--- src/rtl/gjr_ram.sv ---
// Generic single-write, single-read RAM with registered read data.
module gjr_ram #(
   parameter int WIDTH = 32,
   parameter int DEPTH = 64
) (
   input  logic                     clock,
   input  logic                     wr_en,
   input  logic [$clog2(DEPTH)-1:0] wr_addr,
   input  logic [WIDTH-1:0]         wr_data,
   input  logic                     rd_en,
   input  logic [$clog2(DEPTH)-1:0] rd_addr,
   output logic [WIDTH-1:0]         rd_data
);

   logic [WIDTH-1:0] mem [DEPTH];
   logic [WIDTH-1:0] rd_data_ff;

   // Write and read ports
   always_ff @(posedge clock) begin
      if (wr_en) begin
         mem[wr_addr] <= wr_data;
      end
      if (rd_en) begin
         rd_data_ff <= mem[rd_addr];
      end
   end

   assign rd_data = rd_data_ff;

endmodule

--- config.mk ---
export PLATFORM = sky130hd
export DESIGN_NAME = gjr_ram
export DESIGN_NICKNAME = d
export VERILOG_FILES = /design/src/rtl/gjr_ram.sv
export SDC_FILE = /design/constraint.sdc
export NUM_CORES = 2
export LEC_CHECK = 0
export ABC_CLOCK_PERIOD_IN_PS = 9900
export BUFFER_PORTS_ARGS = -buffer_cell sky130_fd_sc_hd__buf_4
export CAP_MARGIN = 10
export CELL_PAD_IN_SITES_DETAIL_PLACEMENT = 1
export CELL_PAD_IN_SITES_GLOBAL_PLACEMENT = 2
export CORE_ASPECT_RATIO = 0.7
export CORE_MARGIN = 1.5
export CORE_UTILIZATION = 35
export DETAILED_ROUTE_END_ITERATION = 8
export GPL_TIMING_DRIVEN = 0
export PLACE_DENSITY = 0.61
export SETUP_SLACK_MARGIN = 0.1
export SKIP_CTS_REPAIR_TIMING = 1
export SLEW_MARGIN = 20
export SYNTH_ARGS = -nofsm -noshare
export SYNTH_HDL_FRONTEND = slang
export SYNTH_SLANG_ARGS = --single-unit
--- constraint.sdc ---
create_clock -name clock -period 9.9 [get_ports clock]
set_input_delay 1.485 -clock clock [delete_from_list [all_inputs] [get_ports clock]]
set_output_delay 1.485 -clock clock [all_outputs]
set_load 0.05 [all_outputs]
---- Word-level counts from Yosys, hierarchy flattened ----
Memories as Yosys holds them, arrays and structs flattened. A register that Yosys moved wholly into a read port is not among the register bits.
Cells that the tools add are included.
Widths: inputs -> output; s select.
cells by class
  multiplexer cells ....................... 2
operator list
  operator  number
  $mux 1    2
word-level totals
  flip-flop bits (word level) ............. 0
  bits in writable memories ............... 2048
  logic and storage cells ................. 3
  memories ................................ 1
memory list
  name  depth  width  rd ports  clocked after memory_dff  write ports  line  text
  mem   64     32     1         1                         1            15    logic [WIDTH-1:0] mem [DEPTH];

---- Logic depth before layout (Yosys ltp) ----
  word-level depth ........................ 2
  gate-level depth with buffers ........... 10

---- Worst setup path before layout ----
Ideal clock, no wire load.
  path kind ............................... in2reg
  start point ............................. input wr_addr[3]
  end point ............................... memory mem[48][0] (enable)
  library setup time ...................... 0.461 ns
  data arrival time ....................... 4.184 ns
  path slack .............................. 5.255 ns
  stages .................................. 4
  cells stage by stage .................... clkbuf_1 > nor2b_1 > nand4b_1 > nor3_1
RTL lines
  item                line  text
  start: declaration  8     input logic [$clog2(DEPTH)-1:0] wr_addr,
  end: declaration    15
Straight into the memory's write port.

==> results.toml <==
[run_status]
outcome = "finished clean"

[clock_tree]
cts_root_buf = "clkbuf_16"
cts.sinks = 2080
clk_latency_ns = 0.87
cts-htree-levels = 4
cts_tree = "built"
cts_made_buffers = 208
path_clk_slew_ns = 0.07
cts_max_path_buffers = 4

[place]
placed_cells = 6546
hpwlAfterDp_um = 181000
place.port_buffers = 70
gp_congestion = 0.824

[global_route]
grt_max_degree = 65
grt_pass1_vias = 39200
grt_first_pass_wirelength_um = 357000
use_met3_pct = 5.88
antenna_found_initial = 23
grt_busiest_layer = "met1"
met2_usage_pct = 34.0
grtUsageMet1_pct = 35.2
grt_overflow = 0
track_usage_pct = 23.4

[final_layout]
final_common_cell = "edfxtp_1"
layout_common_cells = "edfxtp_1 (2080), mux4_2 (544), clkbuf_16 (209)"
drive_gt1_share_pct = 31.7
fillers = 20600
finalNonFillerCells = 6925
area_growth_pct = 18.4
nets = 3790

[sta]
hold_viol = 0
rsz0062_at_grt = "no"
max_freq_mhz = 186
tightest_slew_ns = 1.29
final_max_slew_viol_count = 0
slew_headroom_pct = 14.3
setup_violations = 0
fin_crit_sh_pct = 54.2
fin_crit_ns = 5.37
skew_ns = 0.0873
fin_setup_tns_ns = 0

[power_and_ir_drop]
leakage_nw = 28.8
ir_worst_vdd_mv = 0.145
powerDensity_nw_per_um2 = 202
power_w = 0.0189

[route]
finalWirelength_um = 267000
wl_per_cell_um = 38.5
drtAntennaViolNets = 0
viasPerCell = 5.75
drt_iter0_drc = 6406
vias = 39800
drc_errors = 0
first_pass_iters = 5

[yosys]
yosys.area.top_type = "edfxtp_1"
synth_top_area_share_pct = 79.2
yosysSeqAreaShare_pct = 79.2
netlist_area_sq_um = 78800
syn_inst = 3324
synth_cell_types = 33
yosysWarnings = 0
synth_seq_cells = 2080
syn_area_per_cell_sq_um = 23.7
synth_area_leaders = "edfxtp_1 (79%), mux4_2 (16%), mux2i_1 (1.2%), o22ai_1 (0.67%), nor2_1 (0.65%)"
syn-num-nets = 3371

[worst_hold_path]
whs_path_depth = 4
hold_class = "reg -> reg"

[floorplan]
start_util_pct = 35.3
io_pins = 79
die_h_um = 400
dieWidth_um = 570
core_sq_um = 224000
num_rows = 145
die_area_sq_um = 228000

[setup_path]
path_class = "in -> reg"
start_kind = "input pin"
worstSetupEndpointType = "flip-flop"
reg2reg_depth = 4
ff2ff_setup_slack_ns = 7.23
cp.required_ns = 10.49
cp_data_arrival_time_ns = 5.96
path_max_fanout = 10

[job]
drv_cap = 0
-- report_power, final --
group	total, W	leakage [nW]	internal [W]	switching (W)
sequential	0.00979	18.7	0.00977	0.0000195
combinational	0.00114	6.88	0.000346	0.000793
clock	0.00793	3.22	0.00444	0.00348
-- cell families (layout without fill, tap and decap cells) --
kind of cell / count (synthesis) / after routing / synth area share (%)
buffers and inverters: 182 / 762 / 1.12
muxes: 637 / 637 / 16.7
DFF: 2080 / 2080 / 79.2
and+or+nand+nor: 223 / 223 / 1.26
AOI/OAI and AO/OA: 202 / 202 / 1.67
other: 0 / 8 / 0
-- per-stage QoR --
step / hold slack (ns) / area, sq um / setup WS (ns) / util (%)
finish: 1.07 / 93300 / 4.53 / 41.8
global route: 1.06 / 93300 / 4.60 / 41.8
CTS: 1.08 / 93300 / 4.59 / 41.7
detailed placement: 1.06 / 86700 / 3.65 / 38.8
global placement: 1.04 / 83100 / 1.40 / 37.2
floorplan: 0.750 / 78800 / 5.26 / -
-- registers in the layout, indices dropped and copies added, names as in the netlist --
| signal | cells |
|---|---|
| rd_data | 32 |
| mem | 2048 |
-- worst max-delay path, stage by stage --
cell and delay, ns:
buf_2 0.33, buf_2 0.39, buf_2 0.40, buf_1 0.89, nand3b_1 0.84, o221ai_1 0.56
a21oi_1 0.29, a21oi_1 0.59, nor2_1 0.14
-- worst paths after layout --
| kind | to | from |
|---|---|---|
| min | rd_data[4] | mem[29][4] |
| max | rd_data[9] | rd_addr[1] |
| min reg2reg | rd_data[4] | mem[29][4] |
| max reg2reg | rd_data[6] | mem[31][6] |
-- cell type report --
type / count / area (sq um) / area share, %
Tap cell: 3013 / 3770 / 4.04
Multi-Input combinational cell: 1062 / 16000 / 17.1
Buffer: 182 / 927 / 0.993
Clock inverter: 127 / 1230 / 1.32
Timing Repair Buffer: 209 / 3580 / 3.84
Antenna cell: 8 / 20.0 / 0.0214
Sequential cell: 2080 / 62500 / 66.9
Clock buffer: 244 / 5360 / 5.74
-- synthesized netlist by cell type, drive strengths merged --
cell	n
nand3	5
buf	108
clkbuf	74
mux4	544
o32ai	4
a22oi	12
nand3b	5
edfxtp	2080
nand2b	8
or3	3
a31oi	1
mux2i	93
nor3	7
nor2b	15
nor2	137
or3b	5
and3	4
and2	2
o221ai	27
or2	3
a21oi	62
a41o	4
nand4	2
o22ai	84
a311oi	8
nand4b	1
nand2	26
-- metal layers --
| metal | up-vias | wire, um | share of wire [%] |
|---|---|---|---|
| li1 | 15200 | - | - |
| met1 | 22200 | 116000 | 44 |
| met2 | 2120 | 116000 | 43 |
| met3 | 306 | 28700 | 11 |
| met4 | 4 | 5960 | 2.2 |
| met5 | - | 23 | 0.0086 |
No activity file was read; power rests on OpenSTA's default activity.
