**config.mk**
```make
export PLATFORM = sky130hd
export DESIGN_NAME = gjr_div
export DESIGN_NICKNAME = d
export VERILOG_FILES = /design/src/rtl/gjr_pkg.sv /design/src/rtl/gjr_div.sv
export SDC_FILE = /design/constraint.sdc
export NUM_CORES = 1
export LEC_CHECK = 0
export BUFFER_PORTS_ARGS = -buffer_cell sky130_fd_sc_hd__buf_2
export CAP_MARGIN = 20
export CELL_PAD_IN_SITES_DETAIL_PLACEMENT = 0
export CELL_PAD_IN_SITES_GLOBAL_PLACEMENT = 1
export CORE_ASPECT_RATIO = 1.75
export CORE_MARGIN = 2
export CORE_UTILIZATION = 29
export CTS_CLUSTER_DIAMETER = 120
export DETAILED_ROUTE_END_ITERATION = 10
export GPL_TIMING_DRIVEN = 0
export PLACE_DENSITY_LB_ADDON = 0.1
export SYNTH_ARGS = -nofsm -noshare
export SYNTH_HDL_FRONTEND = slang
export SYNTH_SLANG_ARGS = --single-unit
export TNS_END_PERCENT = 1
```
**constraint.sdc**
```tcl
create_clock -name clock -period 4.7 [get_ports clock]
set_clock_uncertainty 0.2 [all_clocks]
set_input_delay 0 -clock clock [delete_from_list [all_inputs] [get_ports clock]]
set_output_delay 0 -clock clock [all_outputs]
set_load 0.05 [all_outputs]
```
**src/rtl/gjr_pkg.sv**
```systemverilog
// Shared types, constants and saturation helpers for the Gauss-Jordan solver.
package gjr_pkg;

   localparam int Q_W                 = 32;
   localparam int DEF_MAX_ROWS        = 8;
   localparam int DEF_MAX_COLUMNS     = 8;
   localparam int DEF_FRACTION_BITS   = 16;
   localparam int CFG_W               = 4;
   localparam int CSR_INDEX_W         = 2;

   localparam logic [CFG_W-1:0] ROW_COUNT_RST    = 4'd3;
   localparam logic [CFG_W-1:0] COLUMN_COUNT_RST = 4'd4;

   localparam logic [CSR_INDEX_W-1:0] REG_ROW_COUNT    = 2'd0;
   localparam logic [CSR_INDEX_W-1:0] REG_COLUMN_COUNT = 2'd1;

   localparam logic signed [Q_W-1:0] Q_MAX = 32'sh7FFF_FFFF;
   localparam logic signed [Q_W-1:0] Q_MIN = 32'sh8000_0000;

   typedef struct packed {
      logic signed [Q_W-1:0] element_value;
      logic                  last_element;
   } req_type;

   typedef struct packed {
      logic [2:0]            row_index;
      logic [2:0]            column_index;
      logic signed [Q_W-1:0] result_value;
      logic                  saturated;
      logic                  last_result;
   } rsp_type;

   typedef struct packed {
      logic                  start;
      logic signed [Q_W-1:0] dividend;
      logic signed [Q_W-1:0] divisor;
   } div_req_type;

   typedef struct packed {
      logic                  done;
      logic signed [Q_W-1:0] quotient;
      logic                  sat;
   } div_rsp_type;

   typedef struct packed {
      logic signed [Q_W-1:0] value;
      logic                  sat;
   } clamp_type;

   typedef enum logic [4:0] {
      ST_IDLE,
      ST_F_COL,
      ST_F_SRCH,
      ST_F_SRCH_W,
      ST_SW_RA,
      ST_SW_RB,
      ST_SW_WA,
      ST_SW_WB,
      ST_E_K,
      ST_E_KW,
      ST_E_PV,
      ST_E_DIV,
      ST_J_RA,
      ST_J_RB,
      ST_J_MUL,
      ST_J_RND,
      ST_J_SUB,
      ST_B_K,
      ST_B_SR,
      ST_B_SRW,
      ST_S_RD,
      ST_S_ST,
      ST_S_DIV,
      ST_U_I,
      ST_U_IW,
      ST_O_RD,
      ST_O_WT
   } state_type;

   // Clamp a signed magnitude to the 32-bit range
   function automatic clamp_type q_clamp(input logic [63:0] mag, input logic neg);
      clamp_type res;
      res.sat = 1'b0;
      if (!neg) begin
         if (mag > 64'h0000_0000_7FFF_FFFF) begin
            res.value = Q_MAX;
            res.sat   = 1'b1;
         end else begin
            res.value = mag[Q_W-1:0];
         end
      end else begin
         if (mag > 64'h0000_0000_8000_0000) begin
            res.value = Q_MIN;
            res.sat   = 1'b1;
         end else begin
            res.value = ~mag[Q_W-1:0] + 32'd1;
         end
      end
      return res;
   endfunction

   // Exact subtract with clamp
   function automatic clamp_type q_sub(input logic signed [Q_W-1:0] a,
                                       input logic signed [Q_W-1:0] b);
      clamp_type    res;
      logic [Q_W:0] diff;
      diff = {a[Q_W-1], a} - {b[Q_W-1], b};
      res.sat = diff[Q_W] ^ diff[Q_W-1];
      if (res.sat) begin
         res.value = diff[Q_W] ? Q_MIN : Q_MAX;
      end else begin
         res.value = diff[Q_W-1:0];
      end
      return res;
   endfunction

endpackage

```
**src/rtl/gjr_div.sv**
```systemverilog
// Bit-serial restoring divider for rounded signed Q-format division.
module gjr_div #(
   parameter int FRACTION_BITS = gjr_pkg::DEF_FRACTION_BITS
) (
   input  logic                clock,
   input  logic                reset,
   input  gjr_pkg::div_req_type div_req,
   output gjr_pkg::div_rsp_type div_rsp
);

   localparam int NUM_W = gjr_pkg::Q_W + FRACTION_BITS + 1;
   localparam int CNT_W = $clog2(NUM_W + 1);

   logic                   busy_ff, busy_in;
   logic                   done_ff, done_in;
   logic [CNT_W-1:0]       cnt_ff, cnt_in;
   logic [NUM_W-1:0]       num_ff, num_in;
   logic [gjr_pkg::Q_W-1:0] rem_ff, rem_in;
   logic [gjr_pkg::Q_W-1:0] mb_ff, mb_in;
   logic                   neg_ff, neg_in;

   logic [gjr_pkg::Q_W-1:0] ma, mb;
   logic [gjr_pkg::Q_W:0]   trial;
   logic                   take;
   gjr_pkg::clamp_type     res;

   // Operand magnitudes
   always_comb begin
      ma = div_req.dividend[gjr_pkg::Q_W-1] ? (~div_req.dividend + 32'd1) : div_req.dividend;
      mb = div_req.divisor[gjr_pkg::Q_W-1] ? (~div_req.divisor + 32'd1) : div_req.divisor;
   end

   // One quotient bit per step
   always_comb begin
      trial = {rem_ff, num_ff[NUM_W-1]};
      take  = trial >= {1'b0, mb_ff};
   end

   always_comb begin
      busy_in = busy_ff;
      done_in = 1'b0;
      cnt_in  = cnt_ff;
      num_in  = num_ff;
      rem_in  = rem_ff;
      mb_in   = mb_ff;
      neg_in  = neg_ff;
      if (busy_ff) begin
         rem_in = take ? 32'(trial - {1'b0, mb_ff}) : trial[gjr_pkg::Q_W-1:0];
         num_in = {num_ff[NUM_W-2:0], take};
         cnt_in = cnt_ff - CNT_W'(1);
         if (cnt_ff == CNT_W'(1)) begin
            busy_in = 1'b0;
            done_in = 1'b1;
         end
      end else if (div_req.start) begin
         busy_in = 1'b1;
         cnt_in  = CNT_W'(NUM_W);
         num_in  = (NUM_W'(ma) << FRACTION_BITS) + NUM_W'(mb >> 1);
         rem_in  = '0;
         mb_in   = mb;
         neg_in  = div_req.dividend[gjr_pkg::Q_W-1] ^ div_req.divisor[gjr_pkg::Q_W-1];
      end
   end

   always_ff @(posedge clock) begin
      if (reset) begin
         busy_ff <= 1'b0;
         done_ff <= 1'b0;
      end else begin
         busy_ff <= busy_in;
         done_ff <= done_in;
      end
      cnt_ff <= cnt_in;
      num_ff <= num_in;
      rem_ff <= rem_in;
      mb_ff  <= mb_in;
      neg_ff <= neg_in;
   end

   // Apply sign and clamp
   always_comb begin
      res              = gjr_pkg::q_clamp(64'(num_ff), neg_ff);
      div_rsp.done     = done_ff;
      div_rsp.quotient = res.value;
      div_rsp.sat      = res.sat;
   end

endmodule

```
* After elaboration in Yosys (flattened, before gate mapping) *
Cells that the tools add are included.

word-level totals
  flip-flop bits (word level) = 122
  input bits = 67
  output and inout bits = 34
  word-level logic and storage cells = 43

operators by class
  $add $sub $neg = 6
  magnitude comparators = 3
  equal/unequal tests = 1
  muxes and demuxes = 18
  bitwise operators = 5
  reductions and logical operators = 3

operator list
  cell                   number
  $mux 32                7
  $mux 49                2
  $add 32x1->32 const B  3
  $not 32->32            3
  $add 48x31->49         1
  $gt 49x31->1 const B   1
  $gt 49x32->1 const B   1
  $ge 33x32->1           1
  $mux 33                1
  $sub 32x32->32         1
  $mux 6                 2
  $eq 6x1->1 const B     1
  $mux 1                 6
  $sub 6x1->6 const B    1
  $reduce_and 2->1       1
  $reduce_bool 2->1      1
  $reduce_or 2->1        1
  $not 1->1              1
  $xor 1x1->1            1

* Depth between registers and ports, before layout *
Gate-level depths: netlist of run 1.

  word-level depth = 6
  depth in mapped cells = 19

* Worst setup path before layout of run 1 *
No wires, ideal clock.

  kind = input-to-reg
  from = input div_req[3] (netlist name)
  to = register num_ff[41], data pin
  setup time = 267 ps
  data arrival time = 3769 ps
  data required time = 4233 ps
  path slack = 464 ps
  cell stages on the path = 16
  cells stage by stage = or3_1 or4_1 nand2b_1 or3_1 or3_1 o31ai_1 xnor2_1 ha_1 and3_1 a221o_1 a21o_1 a41o_1 nand3_1 a211oi_1 xnor2_1 o21ai_0

on the way
  longest elaborated chain between the ends = 6

RTL lines
  item                  line           source
  start, declared       gjr_div.sv:7   input gjr_pkg::div_req_type div_req,
  $not 32->32           gjr_div.sv:30  mb = div_req.divisor[gjr_pkg::Q_W-1] ? (~div_req.divisor + 32'd1) : div_req.divisor;
  $add 32x1->32         gjr_div.sv:30
  $mux 32               gjr_div.sv:30
  via mb, one bit       gjr_div.sv:22  logic [gjr_pkg::Q_W-1:0] ma, mb;
  $add 48x31->49        gjr_div.sv:58  num_in = (NUM_W'(ma) << FRACTION_BITS) + NUM_W'(mb >> 1);
  $mux 49               gjr_div.sv:55  end else if (div_req.start) begin
  $mux 49               gjr_div.sv:47  if (busy_ff) begin
  via num_in[41]        gjr_div.sv:17  logic [NUM_W-1:0] num_ff, num_in;
  end signal, assigned  gjr_div.sv:74  num_ff <= num_in;
  end, declared         gjr_div.sv:17

The timed path passes the listed nets, and every way through them passes these cells. The select of a mux whose other input is x is not followed.
A chain may end at the register's enable or synchronous reset.

* Worst setup path after layout of run 1 *
  from = register rem_ff[0] (netlist name)
  to = register num_ff[0], data pin

on the way
  longest elaborated chain between the ends = 2

RTL lines
  item                    line           source
  start, declared         gjr_div.sv:18  logic [gjr_pkg::Q_W-1:0] rem_ff, rem_in;
  start signal, assigned  gjr_div.sv:75  rem_ff <= rem_in;
  $ge 33x32->1            gjr_div.sv:36  take = trial >= {1'b0, mb_ff};
  $mux 49                 gjr_div.sv:47
  via num_in[0]           gjr_div.sv:17

The timed path passes the listed nets, and every way through them passes these cells.

==> run_results.csv, run 1 <==
group,metric,value,unit
status,outcome,"finished, final reports clean",
logic_synthesis,yosysUniqueCellTypes,77,
logic_synthesis,synth_fp_nets,1308,
floorplan,initial_core_util,29.3,%
logic_synthesis,synthCells,1186,
routing,first_pass_iters,5,
power,static-leakage-power,4.88,nW
final_layout,final_common_cell,"nand2_1",
logic_synthesis,synthArstFlopShare,0,%
grt,grt_antenna_before_repair,3,
final_layout,drive_gt1_share,14.9,%
logic_synthesis,ys_seq_elements,122,
logic_synthesis,yosysSeqAreaShare,35.3,%
routing,drt-initial-drc-count,420,
routing,met1_length,14100,um
worst_setup_path,end_kind,"flop",
power,comb_power_share,35.4,%
timing,tightestPinTransition,884,ps
floorplan,fp.dieW,147,um
routing,wl_met2,22600,um
worst_setup_path,cp_max_fo,10,
logic_synthesis,yosys_warnings,0,
timing,post-route-min-period,4540,ps
clock_tree,clock-sinks,122,
power,vdd_drop_max,0.320,mV
final_layout,final_area,0.0128,sq mm
grt,grt_usage,20.6,%
logic_synthesis,avgSynthCellArea,8.70,sq um
grt,grt.overflow.total,0,
final_layout,finalNetCount,1484,
floorplan,die_h,253,um
power,swShare,37.3,%
final_layout,fill_cells,3685,
timing,hold_viol,0,
routing,post_drt_via_cell_ratio,5.18,
timing,slew_viol_final,0,
worst_setup_path,crit_arrival,4470,ps
final_layout,final-seq-area,0.00364,sq mm
floorplan,num_rows,91,
clock_tree,root_buffer,"clkbuf_16",
final_layout,post-route-util,36.3,%
power,p_clk_share,29.8,%
logic_synthesis,synth_edf_count,120,
placement,dpl_cell_area,0.0114,sq mm
final_layout,area.growth.synth_to_final,23.7,%
clock_tree,cts_buffers,17,
timing,finalCritPeriodShare,96.7,%
routing,routed_wl,38300,um
job,cap_violations,0,
worst_setup_path,startpoint_type,"flop",
routing,detail_route.wl_per_cell,20.8,um
grt,grt_max_degree,59,
routing,vias,9545,
timing,relSlewSlack,40.9,%
clock_tree,clk_pin_slew_worst_paths,60,ps
routing,route.detailed.drc,0,
clock_tree,cts_tree,"yes",
grt,grt_pass1_vias,10100,
floorplan,boundaryPins,101,
grt,grt_pass1_wl,58100,um
timing,rsz0062_at_grt,"no",
placement,hpwl,30500,um
power,p_per_area,355,mW/mm^2
final_layout,multiInputGateArea,0.00632,sq mm
worst_setup_path,crit_type,"reg -> reg",
clock_tree,insertion_delay,430,ps
placement,place_ws,-731,ps
timing,fmaxAchievable,0.220,GHz
worst_hold_path,hp-class,"in -> reg",
final_layout,final_cell_mix,"124 x nand2_1, 120 x edfxtp_1, 115 x a21oi_1, 98 x o21ai_0, 98 x buf_2",
logic_synthesis,synthFlopType,"edfxtp_1",
placement,port_buffers,97,
placement,gp_congestion,0.823,
routing,route.met3.wl,676,um
timing,setup_viol,0,
timing,fin_ws,156,ps
clock_tree,ctsHtreeMaxLevel,4,
routing,drtAntennaViolNets,0,
floorplan,die_area,0.0371,sq mm
routing,routed.top_layer,"met5",
clock_tree,cts_max_path_buffers,2,
floorplan,coreArea,0.0352,sq mm
worst_setup_path,worst_ep_required_time,4620,ps
power,p_int,2.84,mW
logic_synthesis,syn_area,0.0103,sq mm
power,power_switching,1.69,mW
power,seqPwrFrac,34.8,%
-- cell type report --
type	instances	area share, %
clock inverter	15	1.35
clock buffer	17	3.33
inverter	71	2.11
antenna	2	0.0392
sequential	122	28.6
multi-input combinational	938	49.5
timing repair buffer	157	8.73
buffer	55	1.77
tap	465	4.56
-- sequential cells by signal, summed over array words and instances (netlist names) --
name,cells
busy_ff,1
num_ff,49
neg_ff,1
mb_ff,32
cnt_ff,6
done_ff,1
rem_ff,32
-- stage by stage --
stage	total power [mW]	setup TNS, ps	hold WS, ps	instances
5_1_grt	4.80	0	37.8	1841
3_5_place_dp	3.14	-12660	21.9	1750
4_1_cts	4.56	-104	0.212	1839
3_3_place_gp	3.14	-26890	22.2	1748
2_1_floorplan	2.59	0	-128	1186
6_report	4.53	0	10.3	1842
-- layer usage --
| layer | vias up | track usage, % |
|---|---|---|
| met5 | - | 0 |
| met2 | 132 | 43.5 |
| met3 | 47 | 2.06 |
| met4 | 2 | 7.49 |
| li1 | 4752 | - |
| met1 | 4612 | 20.1 |
-- what timing repair did --
item	CTS	global route
resized for setup	8	16
hold buffers	57	0
buffers inserted	0	1
setup endpoints to repair	41	33
endpoints found under the hold margin	87	0
pin swaps	2	2
-- worst max-delay path: stages, from the launching register on --
cell,delay [ps]
edfxtp_1,420
ha_1,330
nor2b_1,150
o31a_1,280
o21ai_0,490
nand2_1,320
a21o_1,310
a211o_1,350
o2111ai_2,590
clkbuf_1,540
a31oi_1,250
-- power groups by stage --
stage                     Sequential [mW]  Combinational, mW  Clock (mW)
after global placement               1.61               1.54           0
after detailed placement             1.60               1.54           0
after CTS                            1.58               1.61        1.38
after floorplan                      1.52               1.07           0
after global routing                 1.60               1.77        1.42
final                                1.58               1.60        1.35
-- logic make-up after synthesis --
| kind of cell | after synthesis | share of synthesized area [%] |
|---|---|---|
| muxes | 16 | 1.75 |
| DFF | 122 | 35.3 |
| AOI/OAI and AO/OA | 357 | 21.5 |
| adders and majority gates | 55 | 6.82 |
| xor gates and xnor gates | 110 | 9.34 |
| buffers and inverters | 126 | 4.73 |
| and+or+nand+nor | 400 | 20.5 |
-- synth_stat cells, types with 4 or more instances --
cell       count  area (sq um)
nand2_1      124           465
edfxtp_1     120          3600
a21oi_1      115           576
o21ai_0       98           490
inv_1         70           263
xnor2_1       69           604
ha_1          53           663
nor2_1        50           188
clkbuf_1      45           169
xor2_1        41           359
nor3_1        36           180
nand3_1       35           175
or3_1         26           163
a21o_1        25           188
o31ai_1       22           165
nor4_1        18           113
mux2_2        16           180
or2_2         15          93.8
nand4_1       14          87.6
nand2b_1      13          81.3
nor2b_1       11          68.8
a211o_1       10          87.6
a211oi_1      10          75.1
and3_1        10          62.6
o41ai_1       10          87.6
or4_1         10          75.1
a31oi_1        9          56.3
o21a_1         9          67.6
and2_1         8          50.1
a2bb2oi_1      7          61.3
o211ai_1       7          52.6
a21boi_0       4          30.0
and4_1         4          35.0
buf_1          4          15.0
nand3b_1       4          30.0
o31a_1         4          35.0
-- final timing paths --
kind                                to                    start  depth (start not counted)  slack (ps)
setup reg to reg   num_ff[0]$_DFFE_PP_  rem_ff[0]$_SDFFCE_PN0P_                         10         160
hold / removal     mb_ff[26]$_DFFE_PP_              div_req[20]                          5          10
hold reg to reg   num_ff[48]$_DFFE_PP_     num_ff[47]$_DFFE_PP_                          1         360
setup / recovery   num_ff[0]$_DFFE_PP_  rem_ff[0]$_SDFFCE_PN0P_                         10         160
Power figures use the tool's default switching activity.
==> inputs of run 2 (changes only) <==
--- a/config.mk
+++ b/config.mk
@@ -6,4 +6,5 @@
 export NUM_CORES = 1
 export LEC_CHECK = 0
+export ABC_AREA = 1
 export BUFFER_PORTS_ARGS = -buffer_cell sky130_fd_sc_hd__buf_2
 export CAP_MARGIN = 20
--- a/constraint.sdc
+++ b/constraint.sdc
@@ -3,3 +3,3 @@
 set_input_delay 0 -clock clock [delete_from_list [all_inputs] [get_ports clock]]
 set_output_delay 0 -clock clock [all_outputs]
-set_load 0.05 [all_outputs]
+set_load 0.01 [all_outputs]
==> run 2 against run 1 <==
Cell count rose by 18%; first-iteration DRC count decreased by 8.8%; routed wire length grew 8.7%; largest cell class unchanged; highest routed layer is now met4.
==> run_results.csv, run 2 <==
group,metric,value,unit
routing,routed_wl,41600,um
final_layout,final_cell_mix,"329 x nand2_1, 194 x nor2_1, 181 x inv_1, 120 x edfxtp_1, 108 x buf_2",
power,p_per_area,343,mW/mm^2
grt,grt_antenna_before_repair,0,
clock_tree,cts_max_path_buffers,2,
worst_setup_path,cpMaxStageDelayCell,"nor4_1",
worst_setup_path,regToRegStartpoint,"num_ff[48]$_DFFE_PP_",
worst_setup_path,cp_top_family,"simple AND/OR/NAND/NOR gates",
floorplan,initial_core_util,29.4,%
power,vdd_drop_max,0.218,mV
floorplan,coreArea,0.0376,sq mm
routing,detail_route.wl_per_cell,19.1,um
grt,grt_max_degree,57,
clock_tree,ctsHtreeMaxLevel,4,
worst_setup_path,crit_buf_inv,3,
worst_hold_path,hp-class,"in -> reg",
routing,route.detailed.drc,0,
worst_setup_path,startpoint,"div_req[10]",
worst_setup_path,rrSetupSlack,1170,ps
logic_synthesis,synth_fp_nets,1639,
final_layout,n_antenna_cell,0,
logic_synthesis,synth_top_cell_by_area,"edfxtp_1",
worst_setup_path,path_cells,"dlygate4sd3_1, buf_2, nor2_1, nand2_1, nor4_4, nand4_1, nor3_2, nand2_1, inv_1, nand2_1, nor4_1, ha_1, a21oi_1, o21ai_0, a21oi_1, nor2_2, nand3_1, nor2_2, nand2_1, nand3_1, nand3_1, nand2_1",
grt,grt_pass1_wl,62700,um
worst_setup_path,r2r_end,"rem_ff[28]$_SDFFCE_PN0P_",
timing,post-route-min-period,4410,ps
routing,drt-initial-drc-count,383,
final_layout,largest_reg_flops,49,
grt,grt_usage,21.2,%
final_layout,fill_cells,4108,
job,cap_violations,0,
logic_synthesis,yosysMostFrequentCell,"nand2_1",
worst_setup_path,cp_max_fo,5,
logic_synthesis,yosysSeqAreaShare,33.0,%
logic_synthesis,syn_area,0.0111,sq mm
floorplan,boundaryPins,101,
final_layout,drive_gt1_share,14.1,%
worst_setup_path,worst_ep_required_time,4690,ps
worst_setup_path,end_kind,"flop",
routing,post_drt_via_cell_ratio,4.92,
final_layout,top_register,"num_ff",
routing,drtAntennaViolNets,0,
worst_setup_path,crit_type,"in -> reg",
routing,first_pass_iters,5,
timing,setup_viol,0,
placement,gp_congestion,0.883,
logic_synthesis,synth_commonest_cells,"330 x nand2_1, 195 x nor2_1, 181 x inv_1",
floorplan,die_h,262,um
logic_synthesis,synth_edf_count,120,
logic_synthesis,synth_area_leaders,"edfxtp_1 33%, nand2_1 11%, nor2_1 6.6%",
worst_setup_path,reg2reg_depth,14,
final_layout,area.growth.synth_to_final,20.5,%
final_layout,final_common_cell,"nand2_1",
clock_tree,cts_setup_buffers,0,
final_layout,finalNetCount,1805,
worst_setup_path,path_depth,22,
logic_synthesis,yosysUniqueCellTypes,57,
routing,vias,10700,
worst_setup_path,crit_arrival,4390,ps
clock_tree,cts_buffers,17,
grt,grt_pass1_vias,11100,
worst_setup_path,startpoint_type,"input port",
clock_tree,insertion_delay,440,ps
placement,hpwl,34600,um
clock_tree,clk_pin_slew_worst_paths,60,ps
timing,tightestPinTransition,855,ps
floorplan,num_rows,94,
clock_tree,clock-sinks,122,
logic_synthesis,yosys_warnings,0,
floorplan,fp.dieW,152,um
logic_synthesis,avgSynthCellArea,7.29,sq um
timing,finalCritPeriodShare,93.7,%
timing,fmaxAchievable,0.227,GHz
logic_synthesis,ys_seq_elements,122,
timing,fin_tns_setup,0,ps
logic_synthesis,yosys.area.top_type_share,32.6,%
placement,place_ws,2.46,ps
timing,relSlewSlack,42.5,%
logic_synthesis,synthFlopType,"edfxtp_1",
placement,port_buffers,100,
timing,fin_ws,294,ps
worst_setup_path,max_stage_delay,570,ps
timing,slew_viol_final,0,
clock_tree,cts_tree,"yes",
power,static-leakage-power,5.87,nW
worst_setup_path,crit_end,"num_ff[45]$_DFFE_PP_",
final_layout,reg.largest.list,"num_ff x49, mb_ff x32, rem_ff x32",
grt,grt.overflow.total,0,
status,outcome,"finished, final reports clean",
logic_synthesis,synthCells,1517,
logic_synthesis,synthArstFlopShare,0,%
clock_tree,root_buffer,"clkbuf_16",
worst_setup_path,path_common_cell,"nand2_1",
timing,hold_viol,0,
floorplan,die_area,0.0398,sq mm
## run 2: cell types whose count changed after synthesis, moves of 16 or more
| cell | before | now |
|---|---|---|
| xnor2_1 | 69 | 24 |
| a21o_1 | 25 | 8 |
| clkbuf_1 | 45 | 22 |
| nand3_1 | 35 | 89 |
| nor2_1 | 50 | 195 |
| a21oi_1 | 115 | 73 |
| nor2_2 | 0 | 22 |
| nand2_1 | 124 | 330 |
| or3_1 | 26 | 0 |
| mux2_2 | 16 | 0 |
| o31ai_1 | 22 | 6 |
| xor2_1 | 41 | 72 |
| inv_1 | 70 | 181 |
## run 2: cell type report
cell class              instances  area, sq um  area share [%]
plain buffers                  37          180            1.35
clock buffers                  18          429            3.22
well taps                     480          601            4.51
repair buffers                147          998            7.50
clock inverters                14          193            1.45
inverters                     192          721            5.41
flip-flops and latches        122         3640            27.4
multi-input cells            1166         6550            49.2
## run 2: worst min-delay path by stage
stage	slack, ps	start	endpoint	cells after the start
floorplan	-130	reset	busy_ff$_SDFF_PP0_	1
global placement	-5	reset	busy_ff$_SDFF_PP0_	2
detailed placement	-2	div_req[0]	mb_ff[0]$_DFFE_PP_	1
CTS	1	div_req[62]	num_ff[47]$_DFFE_PP_	7
global route	80	div_req[1]	mb_ff[1]$_DFFE_PP_	6
finish	10	div_req[62]	num_ff[47]$_DFFE_PP_	7
## run 2: routing by layer
layer / global-route usage [%] / share of wire, %
met1: 19.3 / 34
met2: 44.3 / 60
met3: 1.91 / 1.6
met4: 10.3 / 4.9
met5: 0 / 0
## run 2: where the power goes
part	switching (mW)	internal (mW)
Clock	0.545	0.890
Combinational	1.07	0.541
Sequential	0.133	1.39
## run 2: worst min-delay path, cell delays in order
cell and delay (ps):
buf_2 100, nor3_1 50, nand4_1 60, nor2_1 100, nor2_1 100, nand2_1 70, nand2_1 50
## run 2: timing repair
item	4_1_cts	5_1_grt
hold buffers	45	0
setup endpoints to repair	0	19
endpoints found under the hold margin	57	0
resized for setup	0	7
## run 2: cells by family (layout without fill, tap and decap cells)
kind of cell / count (synthesis) / after routing / share of synthesized area [%]
adder cells (fa/ha/maj): 55 / 55 / 6.36
AO/OA/AOI/OAI: 250 / 250 / 13.0
flip-flops: 122 / 122 / 33.0
AND/OR/NAND/NOR: 764 / 764 / 31.8
buffers and inverters: 229 / 408 / 8.14
XOR/XNOR: 97 / 97 / 7.75
## run 2: per-stage QoR
stage / power, mW / hold WS, ps / instances / utilization [%] / instance area (sq um)
5_1_grt: 4.83 / 78.1 / 2176 / 35.4 / 13300
2_1_floorplan: 2.55 / -128 / 1517 / - / 11100
4_1_cts: 4.62 / 1.12 / 2176 / 35.3 / 13300
3_3_place_gp: 3.14 / -5.21 / 2097 / 32.3 / 12200
6_report: 4.57 / 12.3 / 2176 / 35.4 / 13300
3_5_place_dp: 3.14 / -2.19 / 2099 / 32.5 / 12200
==> inputs of run 3 (changes only) <==
Settings changed: ABC_AREA 1 to not set.
==> run 3 against run 2 <==
Maximum frequency shrank 3.0%; critical path depth shrank 12; routed wire length shrank 8.0%; flip-flop and latch count is the same; global-route usage shrank 0.61 points; first-iteration DRC count grew 9.4%; hold slack lost 1.4 ps; register-to-register slack lost 1000 ps; non-clock buffer count grew 28; sequential power grew 3%; total power shrank 2.4%; critical endpoint is now num_ff[0]$_DFFE_PP_.
==> run_results.csv, run 3 (same netlist as run 1, synthesis figures left out) <==
group,metric,value,unit
worst_setup_path,max_stage_delay,590,ps
worst_hold_path,hp-class,"in -> reg",
timing,post-route-min-period,4540,ps
floorplan,boundaryPins,101,
timing,slew_viol_final,0,
worst_hold_path,hold_start,"div_req[20]",
clock_tree,clk_pin_slew_worst_paths,60,ps
worst_setup_path,path_cells,"ha_1, nor2b_1, o31a_1, o21ai_0, nand2_1, a21o_1, a211o_1, o2111ai_2, clkbuf_1, a31oi_1",
clock_tree,root_buffer,"clkbuf_16",
final_layout,largest_reg_flops,49,
placement,gp_congestion,0.823,
worst_setup_path,path_depth,10,
final_layout,finalNetCount,1484,
final_layout,final_common_cell,"nand2_1",
timing,rsz0062_at_grt,"no",
final_layout,multiInputGateArea,0.00631,sq mm
final_layout,final-seq-area,0.00364,sq mm
power,power,4.46,mW
clock_tree,clock-sinks,122,
worst_setup_path,crit_arrival,4470,ps
timing,relSlewSlack,39.9,%
timing,hold_viol,0,
grt,grt_pass1_wl,58100,um
worst_setup_path,startpoint_type,"flop",
worst_setup_path,worst_ep_required_time,4620,ps
worst_setup_path,crit_buf_inv,1,
final_layout,area.growth.synth_to_final,23.5,%
final_layout,final_cell_mix,"124 x nand2_1, 120 x edfxtp_1, 115 x a21oi_1, 99 x buf_2, 98 x o21ai_0",
timing,setup_viol,0,
grt,grt_usage,20.6,%
clock_tree,cts_buffers,17,
final_layout,reg.largest.list,"num_ff x49, mb_ff x32, rem_ff x32",
floorplan,die_area,0.0371,sq mm
grt,grt_antenna_before_repair,3,
clock_tree,cts_tree,"yes",
routing,detail_route.wl_per_cell,20.8,um
routing,wl_met2,22600,um
worst_setup_path,reg2reg_depth,10,
power,p_per_area,350,mW/mm^2
routing,met1_length,14100,um
final_layout,drive_gt1_share,14.8,%
grt,grt.overflow.total,0,
timing,fin_ws,159,ps
worst_setup_path,regToRegStartpoint,"rem_ff[0]$_SDFFCE_PN0P_",
clock_tree,ctsHtreeMaxLevel,4,
timing,finalCritPeriodShare,96.6,%
routing,post_drt_via_cell_ratio,5.19,
floorplan,coreArea,0.0352,sq mm
worst_setup_path,rrSetupSlack,160,ps
placement,hpwl,30500,um
routing,route.detailed.drc,0,
floorplan,initial_core_util,29.3,%
clock_tree,cts_max_path_buffers,2,
grt,grt_max_degree,59,
floorplan,die_h,253,um
worst_setup_path,crit_type,"reg -> reg",
routing,drt-initial-drc-count,419,
job,cap_violations,0,
floorplan,fp.dieW,147,um
worst_setup_path,startpoint,"rem_ff[0]$_SDFFCE_PN0P_",
placement,place_ws,-731,ps
clock_tree,insertion_delay,430,ps
routing,routed.top_layer,"met5",
grt,grt_pass1_vias,10100,
timing,tightestPinTransition,900,ps
routing,routed_wl,38300,um
routing,vias,9560,
power,vdd_drop_max,0.320,mV
timing,whs,10.9,ps
routing,route.met3.wl,665,um
placement,port_buffers,97,
power,static-leakage-power,4.88,nW
worst_hold_path,whs_path_depth,5,
routing,drtAntennaViolNets,0,
worst_setup_path,cp_top_family,"compound AO/OA/AOI/OAI gates",
final_layout,fill_cells,3688,
worst_setup_path,end_kind,"flop",
final_layout,top_register,"num_ff",
worst_setup_path,cp_max_fo,10,
status,outcome,"finished, final reports clean",
worst_setup_path,cpMaxStageDelayCell,"o2111ai_2",
floorplan,num_rows,91,
routing,first_pass_iters,5,
timing,fmaxAchievable,0.220,GHz
-- run 3: layout make-up --
cell class	count	share of cell area, %
Clock inverter	15	1.36
Inverter	71	2.11
Timing Repair Buffer	157	8.72
Multi-Input combinational cell	938	49.5
Clock buffer	17	3.34
Buffer	55	1.77
Tap cell	465	4.57
Sequential cell	122	28.6
Antenna cell	2	0.0393
-- run 3: where the power goes --
part           internal [mW]  total [mW]  switching (mW)
sequential              1.40        1.58           0.173
clock                  0.832        1.35           0.520
combinational          0.603        1.53           0.927
-- run 3: through the flow --
stage | instance area, sq um | util [%] | instances | TNS [ps]
detailed placement | 11400 | 32.5 | 1750 | -12660
CTS | 12600 | 35.9 | 1839 | -104
global route | 12700 | 36.2 | 1841 | 0
finish | 12700 | 36.2 | 1842 | 0
floorplan | 10300 | - | 1186 | 0
global placement | 11400 | 32.3 | 1748 | -26890
-- run 3: what timing repair did --
| item | in CTS | in global routing |
|---|---|---|
| endpoints found under the setup margin | 39 | 33 |
| buffers inserted | 0 | 1 |
| hold endpoints to repair | 87 | 0 |
| pin swaps | 2 | 2 |
| gates resized for setup | 7 | 14 |
| hold buffers | 57 | 0 |
-- run 3: worst paths after layout --
path,endpoint
max,num_ff[0]$_DFFE_PP_
min,mb_ff[26]$_DFFE_PP_
max reg2reg,num_ff[0]$_DFFE_PP_
min reg2reg,num_ff[34]$_DFFE_PP_
-- run 3: layer usage --
metal	vias to the layer above	GRT usage, %
met5	-	0
met4	2	7.49
met3	47	2.06
met2	129	43.5
met1	4632	20.1
li1	4750	-
-- run 3: worst reg2reg max path, cell delays in order, from the launching register on --
cell       delay [ps]
edfxtp_1          420
ha_1              330
nor2b_1           150
o31a_1            280
o21ai_0           490
nand2_1           320
a21o_1            320
a211o_1           350
o2111ai_2         590
clkbuf_1          540
a31oi_1           250
